[config.mk]
export PLATFORM = sky130hd
export DESIGN_NAME = infix_to_postfix_converter_core
export DESIGN_NICKNAME = d
export VERILOG_FILES = /design/src/rtl/itp_pkg.sv /design/src/rtl/itp_stack_ram.sv /design/src/rtl/itp_out_stage.sv /design/src/rtl/itp_ctrl.sv /design/src/rtl/infix_to_postfix_converter_core.sv
export SDC_FILE = /design/constraint.sdc
export NUM_CORES = 1
export LEC_CHECK = 0
export BUFFER_PORTS_ARGS = -buffer_cell sky130_fd_sc_hd__clkbuf_2
export CORE_MARGIN = 10
export CORE_UTILIZATION = 55
export CTS_BUF_LIST = sky130_fd_sc_hd__clkbuf_8
export DETAILED_ROUTE_END_ITERATION = 12
export PLACE_DENSITY = 0.69
export RECOVER_POWER = 100
export SETUP_SLACK_MARGIN = 0.1
export SYNTH_ARGS = -nofsm -noshare
export SYNTH_HDL_FRONTEND = slang
export SYNTH_SLANG_ARGS = --single-unit
[constraint.sdc]
create_clock -name clk -period 4.1 [get_ports clk]
set_input_delay 0.41 -clock clk [delete_from_list [all_inputs] [get_ports clk]]
set_output_delay 0.41 -clock clk [all_outputs]
set_load 0.05 [all_outputs]
[src/rtl/itp_pkg.sv]
// ----------------------------------------------------------------------------
// itp_pkg: shared types and constants for the infix-to-postfix converter
// Operator codes, character classes, stack sizing and the result record.
// ----------------------------------------------------------------------------
package itp_pkg;

    localparam int STACK_DEPTH = 32;
    localparam int ADDR_W      = (STACK_DEPTH > 1) ? $clog2(STACK_DEPTH) : 1;
    localparam int CNT_W       = $clog2(STACK_DEPTH + 1);
    localparam int CODE_W      = 3;

    // Operator stack codes
    localparam logic [CODE_W-1:0] CODE_OPEN  = 3'd0;
    localparam logic [CODE_W-1:0] CODE_PLUS  = 3'd1;
    localparam logic [CODE_W-1:0] CODE_MINUS = 3'd2;
    localparam logic [CODE_W-1:0] CODE_MUL   = 3'd3;
    localparam logic [CODE_W-1:0] CODE_DIV   = 3'd4;
    localparam logic [CODE_W-1:0] CODE_POW   = 3'd5;

    // Result status codes
    localparam logic [1:0] STS_OK        = 2'd0;
    localparam logic [1:0] STS_OVERFLOW  = 2'd1;
    localparam logic [1:0] STS_UNMATCHED = 2'd2;

    // ASCII characters of interest
    localparam logic [7:0] CH_NUL   = 8'h00;
    localparam logic [7:0] CH_OPEN  = 8'h28;
    localparam logic [7:0] CH_CLOSE = 8'h29;
    localparam logic [7:0] CH_MUL   = 8'h2A;
    localparam logic [7:0] CH_PLUS  = 8'h2B;
    localparam logic [7:0] CH_MINUS = 8'h2D;
    localparam logic [7:0] CH_DIV   = 8'h2F;
    localparam logic [7:0] CH_POW   = 8'h5E;

    typedef enum logic [1:0] {
        ST_IDLE,
        ST_DECIDE,
        ST_CHECK,
        ST_FINISH
    } state_t;

    typedef enum logic [2:0] {
        CLS_OTHER,
        CLS_ALNUM,
        CLS_OPEN,
        CLS_CLOSE,
        CLS_OP,
        CLS_ZERO
    } cls_t;

    typedef struct packed {
        logic [7:0] sym;
        logic       last;
        logic       done;
        logic [1:0] status;
    } result_t;

    typedef struct packed {
        logic              wr_en;
        logic [ADDR_W-1:0] wr_addr;
        logic [CODE_W-1:0] wr_data;
        logic              rd_en;
        logic [ADDR_W-1:0] rd_addr;
    } ram_req_t;

    function automatic cls_t classify(input logic [7:0] c);
        cls_t k;
        begin
            k = CLS_OTHER;
            if (c == CH_NUL)
                k = CLS_ZERO;
            else if ((c >= 8'h30 && c <= 8'h39) || (c >= 8'h41 && c <= 8'h5A) ||
                     (c >= 8'h61 && c <= 8'h7A))
                k = CLS_ALNUM;
            else if (c == CH_OPEN)
                k = CLS_OPEN;
            else if (c == CH_CLOSE)
                k = CLS_CLOSE;
            else if (c == CH_PLUS || c == CH_MINUS || c == CH_MUL || c == CH_DIV ||
                     c == CH_POW)
                k = CLS_OP;
            return k;
        end
    endfunction

    function automatic logic [CODE_W-1:0] op_code(input logic [7:0] c);
        logic [CODE_W-1:0] k;
        begin
            case (c)
                CH_PLUS:  k = CODE_PLUS;
                CH_MINUS: k = CODE_MINUS;
                CH_MUL:   k = CODE_MUL;
                CH_DIV:   k = CODE_DIV;
                CH_POW:   k = CODE_POW;
                default:  k = CODE_OPEN;
            endcase
            return k;
        end
    endfunction

    function automatic logic [7:0] code_char(input logic [CODE_W-1:0] k);
        logic [7:0] c;
        begin
            case (k)
                CODE_OPEN:  c = CH_OPEN;
                CODE_PLUS:  c = CH_PLUS;
                CODE_MINUS: c = CH_MINUS;
                CODE_MUL:   c = CH_MUL;
                CODE_DIV:   c = CH_DIV;
                CODE_POW:   c = CH_POW;
                default:    c = CH_NUL;
            endcase
            return c;
        end
    endfunction

    function automatic logic [2:0] code_prec(input logic [CODE_W-1:0] k);
        logic [2:0] p;
        begin
            case (k)
                CODE_PLUS, CODE_MINUS: p = 3'd1;
                CODE_MUL, CODE_DIV:    p = 3'd3;
                CODE_POW:              p = 3'd4;
                default:               p = 3'd0;
            endcase
            return p;
        end
    endfunction

endpackage

[src/rtl/itp_stack_ram.sv]
// ----------------------------------------------------------------------------
// itp_stack_ram: operator stack storage
// Single write port, single read port, read data registered.
// ----------------------------------------------------------------------------
module itp_stack_ram (
    input  logic                          clk,
    input  itp_pkg::ram_req_t             req,
    output logic [itp_pkg::CODE_W-1:0]    rd_data
);
    import itp_pkg::*;

    logic [CODE_W-1:0] mem [STACK_DEPTH];

    always_ff @(posedge clk)
    begin
        if (req.wr_en)
        begin
            mem[req.wr_addr] <= req.wr_data;
        end
    end

    always_ff @(posedge clk)
    begin
        if (req.rd_en)
        begin
            rd_data <= mem[req.rd_addr];
        end
    end

endmodule

[src/rtl/itp_out_stage.sv]
// ----------------------------------------------------------------------------
// itp_out_stage: result output register
// Holds one result towards the receiver; takes a new one whenever it drains.
// ----------------------------------------------------------------------------
module itp_out_stage (
    input  logic              clk,
    input  logic              rst_n,
    input  logic              load,
    input  itp_pkg::result_t  load_res,
    output logic              can_load,
    output logic              out_valid,
    input  logic              out_stall,
    output itp_pkg::result_t  out_res
);
    import itp_pkg::*;

    logic    valid_reg;
    logic    valid_next;
    result_t res_reg;

    assign can_load  = !valid_reg || !out_stall;
    assign out_valid = valid_reg;
    assign out_res   = res_reg;

    always_comb
    begin
        valid_next = valid_reg;
        if (load)
            valid_next = 1'b1;
        else if (!out_stall)
            valid_next = 1'b0;
    end

    always_ff @(posedge clk or negedge rst_n)
    begin
        if (!rst_n)
            valid_reg <= 1'b0;
        else
            valid_reg <= valid_next;
    end

    always_ff @(posedge clk)
    begin
        if (load)
            res_reg <= load_res;
    end

endmodule

[src/rtl/itp_ctrl.sv]
// ----------------------------------------------------------------------------
// itp_ctrl: shunting-yard sequencer
// Reads the stack top, decides pop or push, and holds each result back one
// step so that the last result of a request can be marked.
// ----------------------------------------------------------------------------
module itp_ctrl (
    input  logic                          clk,
    input  logic                          rst_n,
    input  logic                          in_valid,
    output logic                          in_stall,
    input  logic [7:0]                    symbol,
    output itp_pkg::ram_req_t             ram_req,
    input  logic [itp_pkg::CODE_W-1:0]    rd_data,
    output logic                          load,
    output itp_pkg::result_t              load_res,
    input  logic                          can_load
);
    import itp_pkg::*;

    state_t            state_reg;
    state_t            state_next;
    cls_t              cls_reg;
    logic [7:0]        sym_reg;
    logic [CODE_W-1:0] op_reg;
    logic [CNT_W-1:0]  count_reg;
    logic [CNT_W-1:0]  count_next;
    logic              pend_valid_reg;
    logic              pend_valid_next;
    result_t           pend_reg;
    result_t           pend_next;

    logic              cnt_zero;
    logic              cnt_full;
    logic              stop_op;
    logic              emit_req;
    logic              blocked;
    logic              flush_ok;
    logic [CNT_W-1:0]  count_inc;
    logic [CNT_W-1:0]  count_dec;
    result_t           new_res;

    assign cnt_zero  = (count_reg == '0);
    assign cnt_full  = (count_reg == CNT_W'(STACK_DEPTH));
    assign count_inc = CNT_W'(count_reg + 1'b1);
    assign count_dec = CNT_W'(count_reg - 1'b1);
    assign stop_op   = (rd_data == CODE_OPEN) || (code_prec(rd_data) < code_prec(op_reg));
    assign in_stall  = (state_reg != ST_IDLE);
    assign flush_ok  = !pend_valid_reg || can_load;

    // What the current step produces, if anything
    always_comb
    begin
        emit_req = 1'b0;
        new_res  = '{sym: CH_NUL, last: 1'b0, done: 1'b0, status: STS_OK};
        case (state_reg)
            ST_DECIDE:
            begin
                case (cls_reg)
                    CLS_ALNUM:
                    begin
                        emit_req    = 1'b1;
                        new_res.sym = sym_reg;
                    end
                    CLS_OPEN:
                    begin
                        emit_req       = cnt_full;
                        new_res.status = STS_OVERFLOW;
                    end
                    CLS_ZERO:
                    begin
                        emit_req     = cnt_zero;
                        new_res.done = 1'b1;
                    end
                    CLS_CLOSE:
                    begin
                        emit_req       = cnt_zero;
                        new_res.status = STS_UNMATCHED;
                    end
                    default:
                    begin
                        emit_req = 1'b0;
                    end
                endcase
            end
            ST_CHECK:
            begin
                new_res.sym = code_char(rd_data);
                case (cls_reg)
                    CLS_ZERO:  emit_req = 1'b1;
                    CLS_CLOSE: emit_req = (rd_data != CODE_OPEN);
                    CLS_OP:
                    begin
                        emit_req = !stop_op || cnt_full;
                        if (stop_op)
                        begin
                            new_res.sym    = CH_NUL;
                            new_res.status = STS_OVERFLOW;
                        end
                    end
                    default:   emit_req = 1'b0;
                endcase
            end
            default:
            begin
                emit_req = 1'b0;
            end
        endcase
    end

    // Hold when a held-back result must move out but the output is occupied
    assign blocked = emit_req && pend_valid_reg && !can_load;

    // Next state
    always_comb
    begin
        state_next = state_reg;
        case (state_reg)
            ST_IDLE:
            begin
                if (in_valid)
                    state_next = ST_DECIDE;
            end
            ST_DECIDE:
            begin
                if (!blocked)
                begin
                    case (cls_reg)
                        CLS_ALNUM: state_next = ST_FINISH;
                        CLS_OPEN:  state_next = cnt_full ? ST_FINISH : ST_IDLE;
                        CLS_ZERO,
                        CLS_CLOSE,
                        CLS_OP:    state_next = cnt_zero ? ST_FINISH : ST_CHECK;
                        default:   state_next = ST_IDLE;
                    endcase
                end
            end
            ST_CHECK:
            begin
                if (!blocked)
                begin
                    case (cls_reg)
                        CLS_CLOSE:
                            state_next = (rd_data == CODE_OPEN) ? ST_FINISH : ST_DECIDE;
                        CLS_OP:
                            state_next = stop_op ? ST_FINISH : ST_DECIDE;
                        default:
                            state_next = ST_DECIDE;
                    endcase
                end
            end
            ST_FINISH:
            begin
                if (flush_ok)
                    state_next = ST_IDLE;
            end
            default:
            begin
                state_next = ST_IDLE;
            end
        endcase
    end

    // Stack, held-back result and output load
    always_comb
    begin
        count_next      = count_reg;
        pend_valid_next = pend_valid_reg;
        pend_next       = pend_reg;
        load            = 1'b0;
        load_res        = pend_reg;
        ram_req         = '{wr_en: 1'b0, wr_addr: count_reg[ADDR_W-1:0],
                            wr_data: op_reg, rd_en: 1'b0,
                            rd_addr: count_dec[ADDR_W-1:0]};

        if (emit_req && !blocked)
        begin
            if (pend_valid_reg)
            begin
                load          = 1'b1;
                load_res.last = 1'b0;
            end
            pend_valid_next = 1'b1;
            pend_next       = new_res;
        end

        case (state_reg)
            ST_DECIDE:
            begin
                if (!blocked)
                begin
                    case (cls_reg)
                        CLS_OPEN:
                        begin
                            if (!cnt_full)
                            begin
                                ram_req.wr_en   = 1'b1;
                                ram_req.wr_data = CODE_OPEN;
                                count_next      = count_inc;
                            end
                        end
                        CLS_ZERO,
                        CLS_CLOSE:
                        begin
                            ram_req.rd_en = !cnt_zero;
                        end
                        CLS_OP:
                        begin
                            // Empty stack: push at once, depth is at least two
                            if (cnt_zero)
                            begin
                                ram_req.wr_en = 1'b1;
                                count_next    = count_inc;
                            end
                            else
                            begin
                                ram_req.rd_en = 1'b1;
                            end
                        end
                        default:
                        begin
                            count_next = count_reg;
                        end
                    endcase
                end
            end
            ST_CHECK:
            begin
                if (!blocked)
                begin
                    case (cls_reg)
                        CLS_OP:
                        begin
                            if (!stop_op)
                                count_next = count_dec;
                            else if (!cnt_full)
                            begin
                                ram_req.wr_en = 1'b1;
                                count_next    = count_inc;
                            end
                        end
                        default:
                        begin
                            count_next = count_dec;
                        end
                    endcase
                end
            end
            ST_FINISH:
            begin
                if (pend_valid_reg && can_load)
                begin
                    load            = 1'b1;
                    load_res.last   = 1'b1;
                    pend_valid_next = 1'b0;
                end
            end
            default:
            begin
                count_next = count_reg;
            end
        endcase
    end

    always_ff @(posedge clk or negedge rst_n)
    begin
        if (!rst_n)
        begin
            state_reg      <= ST_IDLE;
            count_reg      <= '0;
            pend_valid_reg <= 1'b0;
            cls_reg        <= CLS_OTHER;
        end
        else
        begin
            state_reg      <= state_next;
            count_reg      <= count_next;
            pend_valid_reg <= pend_valid_next;
            if (state_reg == ST_IDLE && in_valid)
                cls_reg <= classify(symbol);
        end
    end

    always_ff @(posedge clk)
    begin
        pend_reg <= pend_next;
        if (state_reg == ST_IDLE && in_valid)
        begin
            sym_reg <= symbol;
            op_reg  <= op_code(symbol);
        end
    end

    a_count_bound: assert property (@(posedge clk) disable iff (!rst_n)
        count_reg <= CNT_W'(STACK_DEPTH))
        else $error("operator stack count beyond depth");

    a_load_room: assert property (@(posedge clk) disable iff (!rst_n)
        load |-> can_load)
        else $error("result loaded into an occupied output register");

    a_idle_empty: assert property (@(posedge clk) disable iff (!rst_n)
        (state_reg == ST_IDLE) |-> !pend_valid_reg)
        else $error("held-back result left over at the end of a request");

    a_read_check: assert property (@(posedge clk) disable iff (!rst_n)
        ram_req.rd_en |=> (state_reg == ST_CHECK))
        else $error("stack read not followed by a top check");

    a_no_pop_empty: assert property (@(posedge clk) disable iff (!rst_n)
        (state_reg == ST_CHECK) |-> !cnt_zero)
        else $error("top check on an empty stack");

endmodule

[src/rtl/infix_to_postfix_converter_core.sv]
// ----------------------------------------------------------------------------
// infix_to_postfix_converter_core: streaming infix to postfix converter
// Shunting-yard conversion of an ASCII character stream using an operator stack.
// ----------------------------------------------------------------------------
// Input channel (in_valid / in_stall / symbol) takes one character per request.
// Output channel (out_valid / out_stall / out_symbol, run_last, expr_done,
// status) returns the postfix results in order; run_last marks the last result
// of each input request, and characters that cause nothing give no result.
// Operands pass through a held-back result register into the output register.
// Each stack pop first reads the top entry from the stack memory (registered
// read) and then decides and emits, so a request that pops entries holds the
// input stalled through every read and decision in its sequence. A zero
// character drains the whole stack and then sends the terminator with
// expr_done set. Overflow (push dropped) and an unmatched ')' each end the
// request with an error result carrying status. Reset empties the stack at
// once; its memory is not cleared, since only entries below the count are ever
// read. When the receiver stalls, the current result holds in the output
// register, one more result waits inside, and the input stays stalled until
// the last result of the request has entered the output register.
// ----------------------------------------------------------------------------
module infix_to_postfix_converter_core (
    input  logic       clk,
    input  logic       rst_n,
    input  logic       in_valid,
    output logic       in_stall,
    input  logic [7:0] symbol,
    output logic       out_valid,
    input  logic       out_stall,
    output logic [7:0] out_symbol,
    output logic       run_last,
    output logic       expr_done,
    output logic [1:0] status
);
    import itp_pkg::*;

    ram_req_t          ram_req;
    logic [CODE_W-1:0] rd_data;
    logic              load;
    result_t           load_res;
    logic              can_load;
    result_t           out_res;

    itp_stack_ram u_stack_ram (
        .clk     (clk),
        .req     (ram_req),
        .rd_data (rd_data)
    );

    itp_ctrl u_ctrl (
        .clk      (clk),
        .rst_n    (rst_n),
        .in_valid (in_valid),
        .in_stall (in_stall),
        .symbol   (symbol),
        .ram_req  (ram_req),
        .rd_data  (rd_data),
        .load     (load),
        .load_res (load_res),
        .can_load (can_load)
    );

    itp_out_stage u_out_stage (
        .clk       (clk),
        .rst_n     (rst_n),
        .load      (load),
        .load_res  (load_res),
        .can_load  (can_load),
        .out_valid (out_valid),
        .out_stall (out_stall),
        .out_res   (out_res)
    );

    assign out_symbol = out_res.sym;
    assign run_last   = out_res.last;
    assign expr_done  = out_res.done;
    assign status     = out_res.status;

endmodule

==> results.ini, run 1 <==
[status]
status = finished, final reports clean

[pwr]
power_density_nw_per_um2 = 709
p_leak_nw = 2.42
p_total_mw = 5.17
ir_worst_vdd_mv = 0.374

[timing]
max_freq_mhz = 281
setup_violations = 0
skew_ns = 0.0145
post-route-period-util_pct = 86.9
worst_pin_slew_ns = 1.23
maxSlewViolCount = 0
rsz0062_at_grt = false
slew_headroom_pct = 17.8
timing.final.crit_period_ns = 3.56
hold_violations = 0
fin_tns_setup_ns = 0

[worst_setup_path]
critPathMaxFanout = 9
start_kind = flip-flop
critPathCaptureType = flip-flop
cp_slowest_cell = o2111ai_1
cp.required_ns = 4.22
worst_path_largest_cell_delay_ns = 0.61
cp_cell_sequence = nor2b_1 > nand2_1 > inv_1 > ha_1 > a21oi_1 > and4bb_1 > o211ai_1 > a21oi_1 > o2111ai_1 > nor2_1
crit_top_cell = a21oi_1
cp.arrival_ns = 3.68
critPathKind = reg -> reg

[cells_and_area]
largest_register = u_stack_ram.mem
nNetsFinal = 509
drive_above_1_share_pct = 15.5
antennaDiodeCount = 0
largest_reg_flops = 96
areaGrowthSynthToFinish_pct = 9.06

[synth]
yosysMostFrequentCell = edfxtp_1
synth_edf_count = 133
ys_types = 59
ys_warn_count = 0
syn_area_um2 = 6690
seq_area_frac_synth_pct = 64.6
synth_nets = 475
ys_ff_latch = 146
synth_top_area_share_pct = 59.7
yosys.area.top_type = edfxtp_1
syn_area_per_cell_um2 = 14.8
ys_top_cells_by_area = edfxtp_1, mux4_2, dfrtp_1
ys.flop_type = edfxtp_1
netlist_instances = 451
async_flop_share_pct = 8.90
ys_top_cells_by_count = edfxtp_1, nor2_1, mux4_2

[floorplan]
io_pins = 26
row_count = 40
dieHeight_um = 130
start_util_pct = 55.9
core_um2 = 12000
die_x_um = 130
dieArea_um2 = 17000

[routing]
ant_nets = 0
wirelength_mm = 13.1
firstDrtPassIters = 5
dr.first_iter.drc_count = 369
drc = 0
wl_per_cell_um = 20.3
vias_per_cell = 6.16
num_vias = 3974

[cts]
post_cts_buffers = 0
clock_path_buffers = 2
h-tree-depth = 4
clock_tree.root_cell = clkbuf_8
cts_made_buffers = 17
tritoncts = done
clock-sinks = 146
cts.clk_slew.worst_paths_ns = 0.08
worstSkewPairLatency_ns = 0.45

[grt]
grt_pass1_wl_mm = 21.2
grt.total_usage_pct = 16.7
antenna_found_initial = 0
grt_pass1_vias = 3971
grt-ovfl-total = 0
grt_max_degree = 31

[place]
globalplace.congestion = 0.886
io_buffer_count = 25
dp_hpwl_mm = 9.14

[run]
cap_violations = 0

[min_path]
worstHoldPathType = in -> reg

## through the flow
| step | setup WS, ns | cells | hold slack (ns) | util (%) | area, um^2 |
|---|---|---|---|---|---|
| global route | 0.303 | 645 | 0.221 | 61.0 | 7290 |
| detailed placement | 0.715 | 612 | 0.354 | 58.3 | 6970 |
| floorplan | 0.936 | 451 | 0.114 | - | 6690 |
| CTS | 0.706 | 645 | 0.150 | 61.7 | 7380 |
| global placement | 0.843 | 612 | 0.348 | 58.3 | 6970 |
| finish | 0.538 | 645 | 0.220 | 61.0 | 7290 |
## per-layer routing
layer | track usage [%] | vias up | share of wire, %
li1 | - | 1833 | -
met1 | 20.6 | 1978 | 42
met2 | 27.0 | 140 | 50
met3 | 5.31 | 23 | 5.9
met4 | 6.42 | 0 | 2.5
met5 | 0 | - | 0
## layout make-up
cell class              count  area [um^2]
clock buffers              17          234
clock inverters            15          169
fillers                   897         4670
inverters                  12         45.0
multi-input cells         276         2200
flip-flops and latches    146         4320
well taps                 147          184
repair buffers             32          136
## placed cells by master (no fill, tap or decap), types with 5 or more instances in the layout
master | netlist | final
mux4_2 | 30 | 30
and3_1 | 6 | 6
edfxtp_1 | 133 | 133
o21ai_0 | 12 | 16
nor3_1 | 5 | 5
clkbuf_8 | 0 | 17
clkbuf_1 | 12 | 25
dfrtp_1 | 13 | 13
nand3b_1 | 6 | 6
inv_1 | 12 | 14
a31oi_1 | 6 | 6
nor2_1 | 51 | 51
o2111ai_1 | 1 | 5
clkbuf_2 | 0 | 5
a21oi_1 | 18 | 18
nand2b_1 | 7 | 7
nor2b_1 | 12 | 12
xnor2_1 | 6 | 6
nand2_1 | 29 | 29
ha_1 | 12 | 12
## report_power, final
| group | internal (mW) | total, mW | switching [mW] | leakage, nW |
|---|---|---|---|---|
| logic | 0.825 | 1.98 | 1.15 | 0.852 |
| registers | 1.89 | 2.06 | 0.172 | 1.37 |
| clock network | 0.596 | 1.12 | 0.529 | 0.200 |
| total | 3.31 | 5.17 | 1.85 | 2.42 |
## worst paths after layout
path                                                   from                                end  slack, ns  cells past startpoint
min                                               symbol[3]        u_ctrl.sym_reg[3]$_DFFE_PP_       0.22                      1
max in group asynchronous                             rst_n  u_out_stage.out_valid$_DFFE_PN0P_       2.97                      2
max reg2reg                u_stack_ram.rd_data[2]$_DFFE_PP_   u_stack_ram.mem[11][0]$_DFFE_PP_       0.54                     10
min in group asynchronous                             rst_n    u_ctrl.state_reg[1]$_DFFE_PN0P_       0.58                      2
max                        u_stack_ram.rd_data[2]$_DFFE_PP_   u_stack_ram.mem[11][0]$_DFFE_PP_       0.54                     10
min reg2reg                    u_ctrl.load_res[5]$_DFFE_PP_   u_out_stage.out_res[5]$_DFFE_PP_       0.42                      0
## cells by family after synthesis
| kind of cell | count (synthesis) | synth area share (%) |
|---|---|---|
| flops | 146 | 64.6 |
| compound gates | 81 | 8.80 |
| fa+ha+maj | 12 | 2.25 |
| xor+xnor | 7 | 0.917 |
| mux | 33 | 10.6 |
| buf+inv | 29 | 1.82 |
| simple gates | 143 | 11.0 |
## critical path, delay by kind of cell, from the launching register on
kind / cells / cell delay, ns
AOI/OAI and AO/OA: 4 / 1.24
adders and majority gates: 1 / 0.30
buffers and inverters: 1 / 0.06
DFF: 1 / 0.51
and+or+nand+nor: 4 / 1.13
## what timing repair did
action / CTS / global route
hold endpoints to repair: 13 / 0
resized for setup: 0 / 0
hold buffers: 1 / 0
Power figures use the tool's default switching activity.
==> run 2, diff against run 1 <==
--- a/config.mk
+++ b/config.mk
@@ -6,13 +6,15 @@
 export NUM_CORES = 1
 export LEC_CHECK = 0
 export BUFFER_PORTS_ARGS = -buffer_cell sky130_fd_sc_hd__clkbuf_2
+export CORE_ASPECT_RATIO = 0.5
 export CORE_MARGIN = 10
-export CORE_UTILIZATION = 55
+export CORE_UTILIZATION = 47
 export CTS_BUF_LIST = sky130_fd_sc_hd__clkbuf_8
 export DETAILED_ROUTE_END_ITERATION = 12
-export PLACE_DENSITY = 0.69
+export PLACE_DENSITY = 0.6
 export RECOVER_POWER = 100
 export SETUP_SLACK_MARGIN = 0.1
+export SLEW_MARGIN = 20
 export SYNTH_ARGS = -nofsm -noshare
 export SYNTH_HDL_FRONTEND = slang
 export SYNTH_SLANG_ARGS = --single-unit
==> run 2 against run 1 <==
Compared with the run above: combinational power about the same; clock skew increased by 0.00091 ns; non-clock buffer count increased by 1; power down 0.57%; clock power is 4% lower.
==> results.ini, run 2 (synthesis gave the netlist of run 1 again) <==
[cts]
clock_tree.root_cell = clkbuf_8
cts_made_buffers = 17
clock_path_buffers = 2
tritoncts = done
worstSkewPairLatency_ns = 0.43
h-tree-depth = 4
clock-sinks = 146
cts_resized = 0
cts.clk_slew.worst_paths_ns = 0.09

[worst_setup_path]
path_buf_inv = 1
critPathKind = reg -> reg
critPathCaptureType = flip-flop
cp.required_ns = 4.21
critPathMaxFanout = 9
cp.arrival_ns = 3.78
start_kind = flip-flop
worst_path_largest_cell_delay_ns = 0.66
crit_top_cell = a21oi_1
cp_top_family = compound AO/OA/AOI/OAI gates
cp_cell_sequence = nor2b_1 > nand2_1 > inv_1 > ha_1 > a21oi_1 > and4bb_1 > o211ai_1 > a21oi_1 > o2111ai_1 > nor2_1
cp_slowest_cell = o2111ai_1

[cells_and_area]
final_cell_mix = edfxtp_1, nor2_1, mux4_2
largest_register = u_stack_ram.mem
antennaDiodeCount = 0
areaGrowthSynthToFinish_pct = 9.84
largest_reg_flops = 96
layout.cells.non_filler = 691
final_common_cell = edfxtp_1
nNetsFinal = 510
drive_above_1_share_pct = 16.2

[run]
cap_violations = 0

[grt]
grt.total_usage_pct = 14.0
grt_max_degree = 33
antenna_found_initial = 0
grt_pass1_vias = 3889
grt_pass1_wl_mm = 21.8
grt-ovfl-total = 0

[timing]
hold_violations = 0
slew_headroom_pct = 5.21
rsz0062_at_grt = false
maxSlewViolCount = 0
skew_ns = 0.0154
max_freq_mhz = 272
timing.final.crit_period_ns = 3.68
post-route-period-util_pct = 89.7
worst_pin_slew_ns = 1.42
fin_tns_setup_ns = 0
setup_violations = 0

[routing]
ant_nets = 0
wl_per_cell_um = 19.7
wirelength_mm = 13.6
vias_per_cell = 5.64
firstDrtPassIters = 4
drc = 0
num_vias = 3898
dr.first_iter.drc_count = 331

[floorplan]
die_x_um = 189
row_count = 30
start_util_pct = 48.7
dieArea_um2 = 19700
dieHeight_um = 104
core_um2 = 13700
io_pins = 26

[place]
io_buffer_count = 25
dp_hpwl_mm = 9.08
dp.cells = 658
globalplace.congestion = 0.821

[pwr]
power_density_nw_per_um2 = 699
p_leak_nw = 2.42
ir_worst_vdd_mv = 0.367

[min_path]
worstHoldPathType = in -> reg

[status]
status = finished, final reports clean

## run 2: cell type report
| type | instances | area [um^2] |
|---|---|---|
| fillers | 1160 | 6390 |
| flip-flops and latches | 146 | 4320 |
| multi-input cells | 276 | 2210 |
| well taps | 192 | 240 |
| clock buffers | 17 | 234 |
| clock inverters | 15 | 146 |
| repair buffers | 33 | 146 |
| inverters | 12 | 45.0 |
## run 2: final timing paths
kind,startpoint,to,slack (ns),cells past startpoint
setup / recovery,u_stack_ram.rd_data[2]$_DFFE_PP_,u_stack_ram.mem[18][2]$_DFFE_PP_,0.42,10
setup reg to reg,u_stack_ram.rd_data[2]$_DFFE_PP_,u_stack_ram.mem[18][2]$_DFFE_PP_,0.42,10
hold / removal,symbol[3],u_ctrl.sym_reg[3]$_DFFE_PP_,0.24,1
hold reg to reg,u_ctrl.load_res[6]$_DFFE_PP_,u_out_stage.out_res[6]$_DFFE_PP_,0.42,0
max in group asynchronous,rst_n,u_ctrl.count_reg[0]$_DFFE_PN0P_,2.98,2
min in group asynchronous,rst_n,u_ctrl.count_reg[5]$_DFFE_PN0P_,0.57,2
## run 2: worst reg2reg max path: cells and delay by family (launching register included)
family	cells	cell delay, ns
buf+inv	1	0.06
flops	1	0.51
simple gates	4	1.12
fa+ha+maj	1	0.30
compound gates	4	1.38
## run 2: what timing repair did
action,4_1_cts,5_1_grt
buffers inserted,0,0
hold buffers,1,0
hold endpoints to repair,13,0
## run 2: through the flow
| stage | hold slack (ns) | area, um^2 | power [mW] | util [%] | setup WS (ns) |
|---|---|---|---|---|---|
| final | 0.237 | 7340 | 5.14 | 53.5 | 0.422 |
| after global routing | 0.207 | 7340 | 5.44 | 53.5 | 0.238 |
| after CTS | 0.166 | 7430 | 5.24 | 54.1 | 0.612 |
| after detailed placement | 0.346 | 7040 | 4.15 | 51.2 | 0.631 |
| after global placement | 0.338 | 7040 | 4.15 | 51.2 | 0.746 |
| after floorplan | 0.114 | 6690 | 3.64 | - | 0.936 |
## run 2: where the power goes
| part | switching [mW] | total [mW] | leakage [nW] | internal, mW |
|---|---|---|---|---|
| registers | 0.170 | 2.06 | 1.37 | 1.89 |
| clock network | 0.588 | 1.08 | 0.189 | 0.497 |
| logic | 1.17 | 1.99 | 0.860 | 0.816 |
## run 2: per-layer routing
layer / share of wire [%] / GRT usage, %
met5: 0 / 0
met4: 1.2 / 4.28
met3: 4.3 / 3.75
met2: 46 / 20.7
met1: 49 / 19.6
==> run 3, diff against run 2 <==
--- a/config.mk
+++ b/config.mk
@@ -6,12 +6,14 @@
 export NUM_CORES = 1
 export LEC_CHECK = 0
 export BUFFER_PORTS_ARGS = -buffer_cell sky130_fd_sc_hd__clkbuf_2
+export CELL_PAD_IN_SITES_DETAIL_PLACEMENT = 0
+export CELL_PAD_IN_SITES_GLOBAL_PLACEMENT = 1
 export CORE_ASPECT_RATIO = 0.5
-export CORE_MARGIN = 10
+export CORE_MARGIN = 1
 export CORE_UTILIZATION = 47
 export CTS_BUF_LIST = sky130_fd_sc_hd__clkbuf_8
 export DETAILED_ROUTE_END_ITERATION = 12
-export PLACE_DENSITY = 0.6
+export PLACE_DENSITY = 0.7
 export RECOVER_POWER = 100
 export SETUP_SLACK_MARGIN = 0.1
 export SLEW_MARGIN = 20
==> run 3 against run 2 <==
Compared with the run above: the flow now finishes with violations (capacitance limit, slew limit); routed wire length is 2.2% lower; clock power hardly changed; critical path depth is 1 lower; cell count rose by 0.29%; worst setup slack better by 0.11 ns; maximum frequency grew 3.0%; register-to-register slack improved by 0.11 ns; core utilization grew 0.37 points; clock-buffer cell count is the same; largest cell class unchanged; worst hold slack hardly changed; clock skew grew 0.0013 ns; critical endpoint is now u_stack_ram.mem[24][1]$_DFFE_PP_.
==> results.ini, run 3 (synthesis gave the netlist of run 1 again) <==
[timing]
max_freq_mhz = 280
rsz0062_at_grt = false
post-route-period-util_pct = 87.1
setup_violations = 0
maxSlewViolCount = 33
fin_tns_setup_ns = 0
hold_violations = 0
slew_headroom_pct = -1.03
worst_pin_slew_ns = 1.52
fin_ws_ns = 0.530
timing.final.crit_period_ns = 3.57
skew_ns = 0.0168

[cells_and_area]
largest_register = u_stack_ram.mem
areaGrowthSynthToFinish_pct = 10.3
multi_input_area_um2 = 2230
final_common_cell = edfxtp_1
drive_above_1_share_pct = 16.0
largest_reg_flops = 96
finish.utilization_pct = 53.8
fill_cells = 1172
antennaDiodeCount = 0
seq_area_um2 = 4320
nNetsFinal = 512
final_cell_mix = edfxtp_1, nor2_1, mux4_2

[routing]
dr.first_iter.drc_count = 221
num_vias = 3922
wirelength_mm = 13.3
vias_per_cell = 5.66
drc = 0
wl_per_cell_um = 19.2
ant_nets = 0
firstDrtPassIters = 4

[grt]
grt.total_usage_pct = 19.8
grt_pass1_vias = 3895
grt_max_degree = 33
antenna_found_initial = 0
grt_pass1_wl_mm = 21.3
grt-ovfl-total = 0

[cts]
hold_buffers = 1
tritoncts = done
clock_path_buffers = 2
cts.clk_slew.worst_paths_ns = 0.08
cts_made_buffers = 17
clock_tree.root_cell = clkbuf_8
clock-sinks = 146
worstSkewPairLatency_ns = 0.44
h-tree-depth = 4
post_cts_buffers = 0
cts_resized = 0

[worst_setup_path]
cp.required_ns = 4.21
critPathMaxFanout = 8
critPathCaptureType = flip-flop
critPathKind = reg -> reg
cp.arrival_ns = 3.68
start_kind = flip-flop

[pwr]
p_switching_mw = 1.91
power_frac_comb_pct = 38.5
pwr-share-clk_pct = 21.5
p_leak_nw = 2.42
internal_power_mw = 3.27
netSwitchingFraction_pct = 36.8
ir_worst_vdd_mv = 0.345
power_frac_seq_pct = 40.0
power_density_nw_per_um2 = 701

[min_path]
worstHoldPathType = in -> reg

[place]
io_buffer_count = 25
pre_cts_ws_ns = 0.672
dp_hpwl_mm = 8.86
globalplace.congestion = 0.787

[floorplan]
start_util_pct = 48.8
dieHeight_um = 86.3
dieArea_um2 = 14700
die_x_um = 171
row_count = 30
core_um2 = 13700
io_pins = 26

[status]
violations = capacitance limit, slew limit
status = finished with violations

[run]
cap_violations = 1

run 3: changes by cell type in the layout (fill, tap and decap cells not counted), moves of 2 or more:
cell and change:
clkbuf_1 +4, clkbuf_2 -2, clkinv_1 +2, clkinv_4 -2, o2111ai_1 -3, o2111ai_2 +3
run 3: per-stage QoR:
stage / std cells / hold WS (ns) / instance area [um^2] / power (mW)
2_1_floorplan: 451 / 0.114 / 6690 / 3.64
3_3_place_gp: 660 / 0.350 / 7050 / 4.16
3_5_place_dp: 660 / 0.354 / 7050 / 4.15
4_1_cts: 693 / 0.156 / 7450 / 5.26
5_1_grt: 693 / 0.194 / 7370 / 5.46
6_report: 693 / 0.237 / 7370 / 5.17
run 3: layout make-up:
type                       instances  share of cell area [%]
clock buffer                      17                    3.17
inverter                          12                   0.611
timing repair buffer              35                    2.05
tap                              192                    3.26
multi-input combinational        276                    30.2
clock inverter                    15                    2.09
sequential                       146                    58.6
run 3: power groups by stage:
stage / combinational, mW / sequential [mW] / clock [mW]
floorplan: 1.53 / 2.12 / 0
global placement: 2.07 / 2.09 / 0
detailed placement: 2.05 / 2.10 / 0
CTS: 2.07 / 2.06 / 1.14
global route: 2.17 / 2.10 / 1.19
finish: 1.99 / 2.07 / 1.11
run 3: worst paths after layout:
kind                                                   from  depth (start not counted)                          endpoint  slack [ns]
max reg2reg                u_stack_ram.rd_data[0]$_DFFE_PP_                          9  u_stack_ram.mem[24][1]$_DFFE_PP_        0.53
min in group asynchronous                             rst_n                          2   u_ctrl.state_reg[1]$_DFFE_PN0P_        0.59
min                                               symbol[3]                          1       u_ctrl.sym_reg[3]$_DFFE_PP_        0.24
max in group asynchronous                             rst_n                          2   u_ctrl.count_reg[0]$_DFFE_PN0P_        2.93
max                        u_stack_ram.rd_data[0]$_DFFE_PP_                          9  u_stack_ram.mem[24][1]$_DFFE_PP_        0.53
min reg2reg                    u_ctrl.load_res[5]$_DFFE_PP_                          0  u_out_stage.out_res[5]$_DFFE_PP_        0.42
run 3: layer usage:
| metal | wire length (um) | vias up | global-route usage, % |
|---|---|---|---|
| li1 | - | 1835 | - |
| met1 | 6470 | 1991 | 27.4 |
| met2 | 6320 | 86 | 31.7 |
| met3 | 435 | 10 | 4.11 |
| met4 | 102 | 0 | 6.63 |
| met5 | 0 | - | 0 |
run 3: worst max-delay path: stages, from the launching register on:
cell and delay, ns:
edfxtp_1 0.49, nor2b_1 0.19, a22o_1 0.19, ha_1 0.28
o21a_1 0.21, o21ai_0 0.30, o211ai_1 0.21, a21oi_1 0.46
o2111ai_2 0.50, nor2_1 0.40
